## src/hw/rtl/tsmt_pkg.sv

```systemverilog
// Package with the types, constants and helper functions of the timestamp-keyed minimum table.
package tsmt_pkg;

    localparam int TABLE_DEPTH = 16;
    localparam int IDX_W       = $clog2(TABLE_DEPTH);
    localparam int CNT_W       = $clog2(TABLE_DEPTH + 1);
    localparam int CAP_W       = 5;
    localparam int CMP_W       = (CNT_W > CAP_W) ? CNT_W : CAP_W;
    localparam int CAP_RESET   = 16;
    localparam int YEAR_W      = 14;
    localparam int YEAR_FACTOR = 25;
    localparam int RECIP_MUL   = 5243;
    localparam int RECIP_SHIFT = 17;
    localparam int PROD_W      = YEAR_W + $clog2(RECIP_MUL + 1);
    localparam int QUOT_W      = PROD_W - RECIP_SHIFT;
    localparam int MAX_HOUR    = 23;
    localparam int MAX_MINUTE  = 59;

    typedef enum logic [2:0] {
        REQ_INSERT       = 3'd0,
        REQ_COUNT        = 3'd1,
        REQ_QUERY_MIN    = 3'd2,
        REQ_REMOVE_MIN   = 3'd3,
        REQ_REMOVE_OWNER = 3'd4,
        REQ_CLEAR        = 3'd5
    } tsmt_req_t;

    typedef enum logic [2:0] {
        STAT_OK        = 3'd0,
        STAT_FULL      = 3'd1,
        STAT_BAD_DATE  = 3'd2,
        STAT_BAD_TIME  = 3'd3,
        STAT_EMPTY     = 3'd4
    } tsmt_status_t;

    typedef enum logic [2:0] {
        ST_IDLE,
        ST_DECODE,
        ST_DATE,
        ST_SCAN,
        ST_MOVE_RD,
        ST_MOVE_WR,
        ST_RESP
    } tsmt_state_t;

    // The fields below the owner form the chronological key, most significant first.
    typedef struct packed {
        logic [15:0]       owner;
        logic [YEAR_W-1:0] year;
        logic [3:0]        month;
        logic [4:0]        day;
        logic [4:0]        hour;
        logic [5:0]        minute;
    } tsmt_entry_t;

    typedef struct packed {
        logic              en;
        logic [IDX_W-1:0]  addr;
        tsmt_entry_t       data;
    } tsmt_wr_t;

    typedef struct packed {
        logic busy;
        logic ok;
    } tsmt_date_stat_t;

    typedef struct packed {
        tsmt_status_t      status;
        logic [4:0]        match_count;
        logic [4:0]        total_count;
        tsmt_entry_t       earliest;
    } tsmt_rsp_t;

    function automatic logic [4:0] month_len(input logic [3:0] month, input logic leap);
        logic [4:0] len;
        case (month)
            4'd1, 4'd3, 4'd5, 4'd7, 4'd8, 4'd10, 4'd12: len = 5'd31;
            4'd4, 4'd6, 4'd9, 4'd11:                    len = 5'd30;
            4'd2:                                       len = leap ? 5'd29 : 5'd28;
            default:                                    len = 5'd0;
        endcase
        return len;
    endfunction

endpackage

```

## src/hw/rtl/tsmt_ifs.sv

```systemverilog
// Request and response channel interfaces of the timestamp-keyed minimum table.
interface tsmt_req_if;
    logic        valid;
    logic        ready;
    logic [2:0]  req_type;
    logic [15:0] owner_id;
    logic [4:0]  day_in;
    logic [3:0]  month_in;
    logic [13:0] year_in;
    logic [4:0]  hour_in;
    logic [5:0]  minute_in;

    modport source (
        output valid, req_type, owner_id, day_in, month_in, year_in, hour_in, minute_in,
        input  ready
    );
    modport sink (
        input  valid, req_type, owner_id, day_in, month_in, year_in, hour_in, minute_in,
        output ready
    );
endinterface

interface tsmt_rsp_if;
    logic        valid;
    logic        ready;
    logic [2:0]  status;
    logic [4:0]  match_count;
    logic [4:0]  total_count;
    logic [15:0] earliest_owner;
    logic [4:0]  earliest_day;
    logic [3:0]  earliest_month;
    logic [13:0] earliest_year;
    logic [4:0]  earliest_hour;
    logic [5:0]  earliest_minute;

    modport source (
        output valid, status, match_count, total_count, earliest_owner, earliest_day,
               earliest_month, earliest_year, earliest_hour, earliest_minute,
        input  ready
    );
    modport sink (
        input  valid, status, match_count, total_count, earliest_owner, earliest_day,
               earliest_month, earliest_year, earliest_hour, earliest_minute,
        output ready
    );
endinterface

```

## src/hw/rtl/tsmt_date_check.sv

```systemverilog
// Calendar date checker with a leap-year test built on a reciprocal division of the year by 25.
module tsmt_date_check (
    input  logic                          clk,
    input  logic                          rst_n,
    input  logic                          start,
    input  logic [4:0]                    day,
    input  logic [3:0]                    month,
    input  logic [tsmt_pkg::YEAR_W-1:0]   year,
    output tsmt_pkg::tsmt_date_stat_t     stat
);

    logic [tsmt_pkg::YEAR_W-1:0]   year_reg;
    logic [4:0]                    day_reg;
    logic [3:0]                    month_reg;
    logic [tsmt_pkg::QUOT_W-1:0]   quot_reg;
    logic                          busy_reg;
    logic [tsmt_pkg::PROD_W-1:0]   prod;
    logic [tsmt_pkg::YEAR_W-1:0]   year_back;
    logic                          div4;
    logic                          div16;
    logic                          div25;
    logic                          leap;
    logic [4:0]                    len;

    // The scaled reciprocal gives the exact quotient by 25 over the whole year range.
    always_comb
    begin
        prod = tsmt_pkg::PROD_W'(year_reg) * tsmt_pkg::PROD_W'(tsmt_pkg::RECIP_MUL);
    end

    always_ff @(posedge clk or negedge rst_n)
    begin
        if (!rst_n)
        begin
            busy_reg <= 1'b0;
        end
        else
        begin
            busy_reg <= start;
        end
    end

    always_ff @(posedge clk)
    begin
        if (start)
        begin
            year_reg  <= year;
            day_reg   <= day;
            month_reg <= month;
        end
        if (busy_reg)
        begin
            quot_reg <= prod[tsmt_pkg::PROD_W-1:tsmt_pkg::RECIP_SHIFT];
        end
    end

    // A year is a multiple of 100 when it is a multiple of 4 and of 25, and a multiple of 400
    // when it is a multiple of 16 and of 25.
    always_comb
    begin
        year_back = tsmt_pkg::YEAR_W'(quot_reg) * tsmt_pkg::YEAR_W'(tsmt_pkg::YEAR_FACTOR);
        div25     = (year_back == year_reg);
        div4      = (year_reg[1:0] == 2'b00);
        div16     = (year_reg[3:0] == 4'b0000);
        leap      = div4 && (!div25 || div16);
        len       = tsmt_pkg::month_len(month_reg, leap);
        stat.busy = busy_reg;
        stat.ok   = (year_reg != '0) && (day_reg != 5'd0) && (day_reg <= len);
    end

endmodule

```

## src/hw/rtl/tsmt_store.sv

```systemverilog
// Entry memory of the table with one write port and one registered read port.
module tsmt_store (
    input  logic                           clk,
    input  tsmt_pkg::tsmt_wr_t             wr,
    input  logic [tsmt_pkg::IDX_W-1:0]     rd_addr,
    output tsmt_pkg::tsmt_entry_t          rd_data
);

    tsmt_pkg::tsmt_entry_t mem [tsmt_pkg::TABLE_DEPTH];
    tsmt_pkg::tsmt_entry_t rd_data_reg;

    always_ff @(posedge clk)
    begin
        if (wr.en)
        begin
            mem[wr.addr] <= wr.data;
        end
        rd_data_reg <= mem[rd_addr];
    end

    assign rd_data = rd_data_reg;

endmodule

```

## src/hw/rtl/timestamp_keyed_min_table.sv

```systemverilog
// Top level of the timestamp-keyed minimum table: request sequencer, slot scan unit and result register.
// One request is taken at a time; ready is high only while the sequencer is idle, and a finished
// result waits in the output register while the next request is taken. Every request is taken in
// the idle state and passes the decode and response states. Insert and count-on-date also pass
// the date check, whose leap-year test divides the year by 25 with a reciprocal multiplication.
// Count with a valid date, query earliest, remove earliest and remove owner scan the held entries
// through the single memory read port, one slot per cycle, and remove earliest then moves the
// last entry into the slot of the earliest through a read state and a write state. Clear, unknown
// requests and query or remove earliest on an empty table go from decode straight to the response
// state. The result is registered in the output register, and a stalled response holds the
// sequencer in the response state until the output register is free.
module timestamp_keyed_min_table (
    input  logic                        clk,
    input  logic                        rst_n,
    input  logic                        cfg_we,
    input  logic [tsmt_pkg::CAP_W-1:0]  cfg_wdata,
    tsmt_req_if.sink                    req,
    tsmt_rsp_if.source                  rsp
);

    tsmt_pkg::tsmt_state_t           state_reg, state_next;
    tsmt_pkg::tsmt_req_t             op_reg, op_next;
    tsmt_pkg::tsmt_entry_t           cur_reg, cur_next;
    tsmt_pkg::tsmt_entry_t           best_reg, best_next;
    logic [tsmt_pkg::IDX_W-1:0]      best_idx_reg, best_idx_next;
    logic [tsmt_pkg::CNT_W-1:0]      count_reg, count_next;
    logic [tsmt_pkg::CNT_W-1:0]      issue_reg, issue_next;
    logic [tsmt_pkg::CNT_W-1:0]      wptr_reg, wptr_next;
    logic [tsmt_pkg::CNT_W-1:0]      match_reg, match_next;
    logic                            rd_vld_reg, rd_vld_next;
    logic [tsmt_pkg::IDX_W-1:0]      rd_idx_reg, rd_idx_next;
    tsmt_pkg::tsmt_status_t          status_reg, status_next;
    logic [tsmt_pkg::CAP_W-1:0]      cap_reg;
    logic                            out_valid_reg, out_valid_next;
    tsmt_pkg::tsmt_rsp_t             out_reg, out_next;

    tsmt_pkg::tsmt_wr_t              wr;
    logic [tsmt_pkg::IDX_W-1:0]      rd_addr;
    tsmt_pkg::tsmt_entry_t           rd_data;
    tsmt_pkg::tsmt_date_stat_t       date_stat;
    logic                            date_start;
    logic [tsmt_pkg::CMP_W-1:0]      limit;
    logic                            full;
    logic                            time_ok;
    logic                            issuing;
    logic                            earlier;
    logic                            same_date;
    logic                            show_min;

    tsmt_date_check u_date_check (
        .clk   (clk),
        .rst_n (rst_n),
        .start (date_start),
        .day   (req.day_in),
        .month (req.month_in),
        .year  (req.year_in),
        .stat  (date_stat)
    );

    tsmt_store u_store (
        .clk     (clk),
        .wr      (wr),
        .rd_addr (rd_addr),
        .rd_data (rd_data)
    );

    always_comb
    begin
        if (tsmt_pkg::CMP_W'(cap_reg) > tsmt_pkg::CMP_W'(tsmt_pkg::TABLE_DEPTH))
        begin
            limit = tsmt_pkg::CMP_W'(tsmt_pkg::TABLE_DEPTH);
        end
        else
        begin
            limit = tsmt_pkg::CMP_W'(cap_reg);
        end
        full      = (tsmt_pkg::CMP_W'(count_reg) >= limit);
        time_ok   = (cur_reg.hour <= 5'(tsmt_pkg::MAX_HOUR)) &&
                    (cur_reg.minute <= 6'(tsmt_pkg::MAX_MINUTE));
        issuing   = (issue_reg < count_reg);
        earlier   = ({rd_data.year, rd_data.month, rd_data.day, rd_data.hour, rd_data.minute} <
                     {best_reg.year, best_reg.month, best_reg.day, best_reg.hour,
                      best_reg.minute});
        same_date = ({rd_data.year, rd_data.month, rd_data.day} ==
                     {cur_reg.year, cur_reg.month, cur_reg.day});
        show_min  = ((op_reg == tsmt_pkg::REQ_QUERY_MIN) ||
                     (op_reg == tsmt_pkg::REQ_REMOVE_MIN)) &&
                    (status_reg == tsmt_pkg::STAT_OK);
    end

    always_comb
    begin
        state_next     = state_reg;
        op_next        = op_reg;
        cur_next       = cur_reg;
        best_next      = best_reg;
        best_idx_next  = best_idx_reg;
        count_next     = count_reg;
        issue_next     = issue_reg;
        wptr_next      = wptr_reg;
        match_next     = match_reg;
        status_next    = status_reg;
        out_next       = out_reg;
        out_valid_next = out_valid_reg && !rsp.ready;
        rd_vld_next    = 1'b0;
        rd_idx_next    = issue_reg[tsmt_pkg::IDX_W-1:0];
        rd_addr        = issue_reg[tsmt_pkg::IDX_W-1:0];
        date_start     = 1'b0;
        wr             = '0;
        req.ready      = (state_reg == tsmt_pkg::ST_IDLE);

        case (state_reg)
            tsmt_pkg::ST_IDLE:
            begin
                if (req.valid)
                begin
                    op_next         = tsmt_pkg::tsmt_req_t'(req.req_type);
                    cur_next.owner  = req.owner_id;
                    cur_next.year   = req.year_in;
                    cur_next.month  = req.month_in;
                    cur_next.day    = req.day_in;
                    cur_next.hour   = req.hour_in;
                    cur_next.minute = req.minute_in;
                    date_start      = 1'b1;
                    state_next      = tsmt_pkg::ST_DECODE;
                end
            end

            tsmt_pkg::ST_DECODE:
            begin
                match_next  = '0;
                issue_next  = '0;
                wptr_next   = '0;
                status_next = tsmt_pkg::STAT_OK;
                case (op_reg)
                    tsmt_pkg::REQ_INSERT, tsmt_pkg::REQ_COUNT:
                    begin
                        state_next = tsmt_pkg::ST_DATE;
                    end
                    tsmt_pkg::REQ_QUERY_MIN, tsmt_pkg::REQ_REMOVE_MIN:
                    begin
                        if (count_reg == '0)
                        begin
                            status_next = tsmt_pkg::STAT_EMPTY;
                            state_next  = tsmt_pkg::ST_RESP;
                        end
                        else
                        begin
                            state_next = tsmt_pkg::ST_SCAN;
                        end
                    end
                    tsmt_pkg::REQ_REMOVE_OWNER:
                    begin
                        state_next = tsmt_pkg::ST_SCAN;
                    end
                    tsmt_pkg::REQ_CLEAR:
                    begin
                        count_next = '0;
                        state_next = tsmt_pkg::ST_RESP;
                    end
                    default:
                    begin
                        state_next = tsmt_pkg::ST_RESP;
                    end
                endcase
            end

            tsmt_pkg::ST_DATE:
            begin
                if (!date_stat.busy)
                begin
                    state_next = tsmt_pkg::ST_RESP;
                    if (op_reg == tsmt_pkg::REQ_INSERT)
                    begin
                        if (full)
                        begin
                            status_next = tsmt_pkg::STAT_FULL;
                        end
                        else if (!date_stat.ok)
                        begin
                            status_next = tsmt_pkg::STAT_BAD_DATE;
                        end
                        else if (!time_ok)
                        begin
                            status_next = tsmt_pkg::STAT_BAD_TIME;
                        end
                        else
                        begin
                            wr.en      = 1'b1;
                            wr.addr    = count_reg[tsmt_pkg::IDX_W-1:0];
                            wr.data    = cur_reg;
                            count_next = count_reg + 1'b1;
                        end
                    end
                    else if (!date_stat.ok)
                    begin
                        status_next = tsmt_pkg::STAT_BAD_DATE;
                    end
                    else
                    begin
                        state_next = tsmt_pkg::ST_SCAN;
                    end
                end
            end

            tsmt_pkg::ST_SCAN:
            begin
                if (issuing)
                begin
                    issue_next  = issue_reg + 1'b1;
                    rd_vld_next = 1'b1;
                end
                if (rd_vld_reg)
                begin
                    case (op_reg)
                        tsmt_pkg::REQ_COUNT:
                        begin
                            if (same_date)
                            begin
                                match_next = match_reg + 1'b1;
                            end
                        end
                        tsmt_pkg::REQ_QUERY_MIN, tsmt_pkg::REQ_REMOVE_MIN:
                        begin
                            if ((rd_idx_reg == '0) || earlier)
                            begin
                                best_next     = rd_data;
                                best_idx_next = rd_idx_reg;
                            end
                        end
                        tsmt_pkg::REQ_REMOVE_OWNER:
                        begin
                            if (rd_data.owner != cur_reg.owner)
                            begin
                                wr.en     = 1'b1;
                                wr.addr   = wptr_reg[tsmt_pkg::IDX_W-1:0];
                                wr.data   = rd_data;
                                wptr_next = wptr_reg + 1'b1;
                            end
                        end
                        default:
                        begin
                        end
                    endcase
                end
                if (!issuing && !rd_vld_reg)
                begin
                    if (op_reg == tsmt_pkg::REQ_REMOVE_MIN)
                    begin
                        state_next = tsmt_pkg::ST_MOVE_RD;
                    end
                    else
                    begin
                        if (op_reg == tsmt_pkg::REQ_REMOVE_OWNER)
                        begin
                            count_next = wptr_reg;
                        end
                        state_next = tsmt_pkg::ST_RESP;
                    end
                end
            end

            tsmt_pkg::ST_MOVE_RD:
            begin
                rd_addr    = tsmt_pkg::IDX_W'(count_reg - 1'b1);
                state_next = tsmt_pkg::ST_MOVE_WR;
            end

            tsmt_pkg::ST_MOVE_WR:
            begin
                wr.en      = 1'b1;
                wr.addr    = best_idx_reg;
                wr.data    = rd_data;
                count_next = count_reg - 1'b1;
                state_next = tsmt_pkg::ST_RESP;
            end

            tsmt_pkg::ST_RESP:
            begin
                if (!out_valid_reg || rsp.ready)
                begin
                    out_valid_next       = 1'b1;
                    out_next.status      = status_reg;
                    out_next.match_count = 5'(match_reg);
                    out_next.total_count = 5'(count_reg);
                    out_next.earliest    = show_min ? best_reg : '0;
                    state_next           = tsmt_pkg::ST_IDLE;
                end
            end

            default:
            begin
                state_next = tsmt_pkg::ST_IDLE;
            end
        endcase
    end

    always_ff @(posedge clk or negedge rst_n)
    begin
        if (!rst_n)
        begin
            state_reg     <= tsmt_pkg::ST_IDLE;
            count_reg     <= '0;
            cap_reg       <= tsmt_pkg::CAP_W'(tsmt_pkg::CAP_RESET);
            out_valid_reg <= 1'b0;
            rd_vld_reg    <= 1'b0;
        end
        else
        begin
            state_reg     <= state_next;
            count_reg     <= count_next;
            out_valid_reg <= out_valid_next;
            rd_vld_reg    <= rd_vld_next;
            if (cfg_we)
            begin
                cap_reg <= cfg_wdata;
            end
        end
    end

    always_ff @(posedge clk)
    begin
        op_reg       <= op_next;
        cur_reg      <= cur_next;
        best_reg     <= best_next;
        best_idx_reg <= best_idx_next;
        issue_reg    <= issue_next;
        wptr_reg     <= wptr_next;
        match_reg    <= match_next;
        status_reg   <= status_next;
        rd_idx_reg   <= rd_idx_next;
        out_reg      <= out_next;
    end

    assign rsp.valid           = out_valid_reg;
    assign rsp.status          = out_reg.status;
    assign rsp.match_count     = out_reg.match_count;
    assign rsp.total_count     = out_reg.total_count;
    assign rsp.earliest_owner  = out_reg.earliest.owner;
    assign rsp.earliest_day    = out_reg.earliest.day;
    assign rsp.earliest_month  = out_reg.earliest.month;
    assign rsp.earliest_year   = out_reg.earliest.year;
    assign rsp.earliest_hour   = out_reg.earliest.hour;
    assign rsp.earliest_minute = out_reg.earliest.minute;

`ifndef SYNTHESIS
    // The table never holds more entries than it has slots.
    assert property (@(posedge clk) disable iff (!rst_n)
        count_reg <= tsmt_pkg::CNT_W'(tsmt_pkg::TABLE_DEPTH))
        else $error("entry count exceeds table depth");

    // A new result is only ever presented from the response state.
    assert property (@(posedge clk) disable iff (!rst_n)
        $rose(rsp.valid) |-> $past(state_reg == tsmt_pkg::ST_RESP))
        else $error("result presented outside the response state");

    // The memory is never written while the sequencer is idle.
    assert property (@(posedge clk) disable iff (!rst_n)
        (state_reg == tsmt_pkg::ST_IDLE) |-> !wr.en)
        else $error("memory written while idle");

    // A scan read never targets a slot at or beyond the entry count.
    assert property (@(posedge clk) disable iff (!rst_n)
        rd_vld_next |-> (issue_reg < count_reg))
        else $error("scan read beyond the held entries");
`endif

endmodule

```

## src/flat_wrapper.sv

```systemverilog
// flat-port wrapper written by rule: the top's interface ports become plain ports
module timestamp_keyed_min_table_flat 
  (clk, rst_n, cfg_we, cfg_wdata, req_valid, req_req_type, req_owner_id, req_day_in, req_month_in, req_year_in, req_hour_in, req_minute_in, req_ready, rsp_valid, rsp_status, rsp_match_count, rsp_total_count, rsp_earliest_owner, rsp_earliest_day, rsp_earliest_month, rsp_earliest_year, rsp_earliest_hour, rsp_earliest_minute, rsp_ready);
  tsmt_req_if req_i ();
  tsmt_rsp_if rsp_i ();
  input  logic clk;
  input  logic rst_n;
  input  logic cfg_we;
  input  logic [tsmt_pkg::CAP_W-1:0] cfg_wdata;
  input wire logic [$bits(req_i.valid)-1:0] req_valid;
  input wire logic [$bits(req_i.req_type)-1:0] req_req_type;
  input wire logic [$bits(req_i.owner_id)-1:0] req_owner_id;
  input wire logic [$bits(req_i.day_in)-1:0] req_day_in;
  input wire logic [$bits(req_i.month_in)-1:0] req_month_in;
  input wire logic [$bits(req_i.year_in)-1:0] req_year_in;
  input wire logic [$bits(req_i.hour_in)-1:0] req_hour_in;
  input wire logic [$bits(req_i.minute_in)-1:0] req_minute_in;
  output wire logic [$bits(req_i.ready)-1:0] req_ready;
  output wire logic [$bits(rsp_i.valid)-1:0] rsp_valid;
  output wire logic [$bits(rsp_i.status)-1:0] rsp_status;
  output wire logic [$bits(rsp_i.match_count)-1:0] rsp_match_count;
  output wire logic [$bits(rsp_i.total_count)-1:0] rsp_total_count;
  output wire logic [$bits(rsp_i.earliest_owner)-1:0] rsp_earliest_owner;
  output wire logic [$bits(rsp_i.earliest_day)-1:0] rsp_earliest_day;
  output wire logic [$bits(rsp_i.earliest_month)-1:0] rsp_earliest_month;
  output wire logic [$bits(rsp_i.earliest_year)-1:0] rsp_earliest_year;
  output wire logic [$bits(rsp_i.earliest_hour)-1:0] rsp_earliest_hour;
  output wire logic [$bits(rsp_i.earliest_minute)-1:0] rsp_earliest_minute;
  input wire logic [$bits(rsp_i.ready)-1:0] rsp_ready;
  assign req_i.valid = req_valid;
  assign req_i.req_type = req_req_type;
  assign req_i.owner_id = req_owner_id;
  assign req_i.day_in = req_day_in;
  assign req_i.month_in = req_month_in;
  assign req_i.year_in = req_year_in;
  assign req_i.hour_in = req_hour_in;
  assign req_i.minute_in = req_minute_in;
  assign req_ready = req_i.ready;
  assign rsp_valid = rsp_i.valid;
  assign rsp_status = rsp_i.status;
  assign rsp_match_count = rsp_i.match_count;
  assign rsp_total_count = rsp_i.total_count;
  assign rsp_earliest_owner = rsp_i.earliest_owner;
  assign rsp_earliest_day = rsp_i.earliest_day;
  assign rsp_earliest_month = rsp_i.earliest_month;
  assign rsp_earliest_year = rsp_i.earliest_year;
  assign rsp_earliest_hour = rsp_i.earliest_hour;
  assign rsp_earliest_minute = rsp_i.earliest_minute;
  assign rsp_i.ready = rsp_ready;
  timestamp_keyed_min_table u_core (.clk(clk), .rst_n(rst_n), .cfg_we(cfg_we), .cfg_wdata(cfg_wdata), .req(req_i), .rsp(rsp_i));
endmodule
```

## config.mk

```make
export PLATFORM = sky130hd
export DESIGN_NAME = timestamp_keyed_min_table_flat
export DESIGN_NICKNAME = d
export VERILOG_FILES = /design/src/hw/rtl/tsmt_pkg.sv /design/src/hw/rtl/tsmt_ifs.sv /design/src/hw/rtl/tsmt_date_check.sv /design/src/hw/rtl/tsmt_store.sv /design/src/hw/rtl/timestamp_keyed_min_table.sv /design/src/flat_wrapper.sv
export SDC_FILE = /design/constraint.sdc
export NUM_CORES = 2
export LEC_CHECK = 0
export ABC_AREA = 1
export BUFFER_PORTS_ARGS = -buffer_cell sky130_fd_sc_hd__buf_2
export CORE_ASPECT_RATIO = 2
export CORE_MARGIN = 3
export CORE_UTILIZATION = 45
export DETAILED_ROUTE_END_ITERATION = 10
export GPL_TIMING_DRIVEN = 0
export PLACE_DENSITY_LB_ADDON = 0.15
export SYNTH_ARGS = -nofsm -noshare
export SYNTH_HDL_FRONTEND = slang
export SYNTH_SLANG_ARGS = --single-unit
```

## constraint.sdc

```tcl
create_clock -name clk -period 7.8 [get_ports clk]
set_clock_uncertainty 0.1 [all_clocks]
set_input_delay 0.78 -clock clk [delete_from_list [all_inputs] [get_ports clk]]
set_output_delay 0.78 -clock clk [all_outputs]
set_load 0.1 [all_outputs]
```

==> results.json <==
{
  "status": "complete, but fails checks",
  "violations": "DRC, capacitance limit",
  "period_share": 0.8108,
  "synth-seq-cells": 1068,
  "avgSynthCellArea_um2": 12.55,
  "die_area_um2": 108700,
  "crit_buf_inv": 2,
  "p_clk_frac": 0.203,
  "htreeDepth": 3,
  "cts.sinks": 1068,
  "swShare": 0.4558,
  "dp_hpwl_um": 108900,
  "cts-resized-gates": 0,
  "cts_buffers": 96,
  "path_clk_slew_ns": 0.07,
  "antenna_found_initial": 6,
  "grt_max_degree": 24,
  "synth_edf_count": 998,
  "clk_path_buf_depth": 3,
  "grt_use_met3": 0.04518,
  "worst_pin_slew_ns": 1.476,
  "fin_ws_ns": 1.476,
  "ys_warn_count": 0,
  "finalSetupViolations": 0,
  "min_period_ns": 6.324,
  "via_per_inst": 5.808,
  "p_int_w": 0.01347,
  "rsz0062_at_grt": "no",
  "clock_latency_ns": 0.71,
  "coreArea_um2": 103600,
  "fin_nets": 4333,
  "route.vias.total": 31670,
  "startpoint_type": "register",
  "grt_overflow": 0,
  "min_from": "req_owner_id[12]",
  "drt_pass1_iterations": 8,
  "power_density_nw_per_um2": 460.7,
  "grt_util_met2": 0.5079,
  "fp-row-count": 167,
  "holdPathStages": 1,
  "worstSetupPathDepth": 21,
  "grt_use_total": 0.2760,
  "p_seq_frac": 0.306,
  "reg2reg_from": "u_core.u_date_check.quot_reg[4]",
  "avgRoutedWirePerCell_um": 27.91,
  "post-place-ws_ns": 1.434,
  "reg2reg_depth": 21,
  "combPwrFrac": 0.491,
  "total_power_w": 0.02474,
  "fin_cells": 5452,
  "end_kind": "register",
  "max_freq_mhz": 158.1,
  "die_w_um": 234.6,
  "ir_drop_v": 0.0003210,
  "cts_root_buf": "clkbuf_16",
  "synth.distinct_cells": 51,
  "p_leak_nw": 19.85,
  "grt_pass1_vias": 32270,
  "crit_type": "register to register",
  "largest_reg_flops": 800,
  "gr-usage-met1": 0.2859,
  "async_flop_share": 0.01498,
  "syn_inst": 3748,
  "initial_core_util": 0.4539,
  "ys_seq_area_frac": 0.6686,
  "cp_top_family": "compound AO/OA/AOI/OAI gates",
  "layout-drive-gt1-share": 0.1169,
  "worst_ep_required_time_ns": 7.98,
  "cp_max_fo": 16,
  "cts_hold_buf": 1,
  "crit_path_frequent_cell": "nand2_1",
  "setup_tns_ns": 0,
  "grt_busiest_layer": "met2",
  "min_path_type": "input pin to register",
  "antenna_left": 0,
  "p_sw_w": 0.01128,
  "cp_slowest_cell": "o21ai_1",
  "maxSlewViolCount": 0,
  "slew_headroom": 0.009272,
  "post_cts_buffers": 0,
  "drv_cap": 1,
  "synth_flop_cell": "edfxtp_1",
  "die_h_um": 463.3,
  "hold_viol_final": 0,
  "cp.arrival_ns": 6.50,
  "mostFrequentLayoutCells": "edfxtp_1 (998), nor2_1 (500), o21ai_0 (428)",
  "port_buffers": 126,
  "routed_wl_um": 152200,
  "place_congestion": 0.9138,
  "path_cells": "ha_1 -> ha_1 -> fa_1 -> ha_1 -> clkbuf_1 -> a21oi_1 -> or2_2 -> nand4_1 -> nand2_1 -> nand2_1 -> nand2_1 -> nor2_1 -> nand3_1 -> nand2_1 -> nand2_1 -> ha_1 -> nand2_1 -> a21oi_2 -> nand4_4 -> clkbuf_1 -> o21ai_1",
  "drc": 4,
  "cts_tree": "yes",
  "area_growth_syn_to_layout_pct": 14.17,
  "dr.first_iter.drc_count": 2867,
  "mostFrequentLayoutCell": "edfxtp_1",
  "synthesis.nets": 4067,
  "cp-startpoint": "u_core.u_date_check.quot_reg[4]",
  "critPathMaxStageDelay_ns": 1.29,
  "syn_area_um2": 47040,
  "placed_cells": 5265,
  "ios": 128,
  "grt_pass1_wl_um": 217500
}
## cells in the mapped netlist, drive strengths merged, types with 15 or more instances
cell | instances | area (um2)
nand2 | 334 | 1254
nand3 | 184 | 933.4
nor2 | 519 | 1958
fa | 68 | 1361
nor3 | 15 | 75.07
a21oi | 61 | 309.1
xor2 | 37 | 324.1
buf | 100 | 536.8
dfxtp | 54 | 1081
o21bai | 51 | 382.9
ha | 188 | 2352
inv | 279 | 1047
o21ai | 471 | 2369
xnor2 | 20 | 175.2
clkbuf | 86 | 326.6
o211ai | 58 | 435.4
nand4 | 18 | 127.6
edfxtp | 998 | 29970
dfrtp | 15 | 375.4
o221ai | 151 | 1323
## power by group through the flow
stage	registers, W	logic (W)	clock network (W)
2_1_floorplan	0.00792	0.00729	0
5_1_grt	0.00762	0.0133	0.00530
3_3_place_gp	0.00775	0.0119	0
4_1_cts	0.00757	0.0121	0.00508
6_report	0.00758	0.0121	0.00502
3_5_place_dp	0.00769	0.0121	0
## worst paths after layout
| path | slack (ns) | endpoint |
|---|---|---|
| max | 1.48 | u_core.u_store.mem[0][32] |
| min | 0.15 | u_core.cur_reg[46] |
| max reg2reg | 1.48 | u_core.u_store.mem[0][32] |
| min reg2reg | 0.33 | u_core.best_idx_reg[1] |
| max in group asynchronous | 6.84 | u_core.cap_reg[4] |
| min in group asynchronous | 0.43 | u_core.state_reg[0] |
## final cells by class
class | count | area (um2)
antenna | 2 | 5.005
buffer | 186 | 863.3
clock buffer | 124 | 2701
clock inverter | 58 | 630.6
fill | 9014 | 49930
inverter | 279 | 1047
multi-input combinational | 2215 | 13840
sequential | 1068 | 31450
tap | 1352 | 1692
timing repair buffer | 168 | 1474
## metrics by stage
step | cell area [um2] | utilization | hold slack (ns)
after detailed placement | 50330 | 0.4857 | 0.3150
after CTS | 53680 | 0.5179 | 0.09554
after global routing | 53700 | 0.5182 | 0.1151
after floorplan | 47040 | - | 0.2996
final | 53710 | 0.5182 | 0.1455
after global placement | 49360 | 0.4763 | 0.3076
## routing by layer
layer  share of wire  up-vias
met3           0.062      473
met4           0.075        2
met1            0.33    15690
met2            0.53     1398
li1                -    14110
met5        0.000085        -
## logic make-up (layout without fill, tap and decap cells)
| kind of cell | Yosys count | in the layout | synth area share |
|---|---|---|---|
| AOI/OAI and AO/OA | 816 | 816 | 0.1063 |
| xor gates and xnor gates | 57 | 57 | 0.01061 |
| adders and majority gates | 256 | 256 | 0.07894 |
| buffers and inverters | 465 | 815 | 0.04061 |
| DFF | 1068 | 1068 | 0.6686 |
| muxes | 3 | 3 | 0.0007181 |
| other | 0 | 2 | 0 |
| and+or+nand+nor | 1083 | 1083 | 0.09429 |
Note: power is estimated with default switching activity, not from simulation.
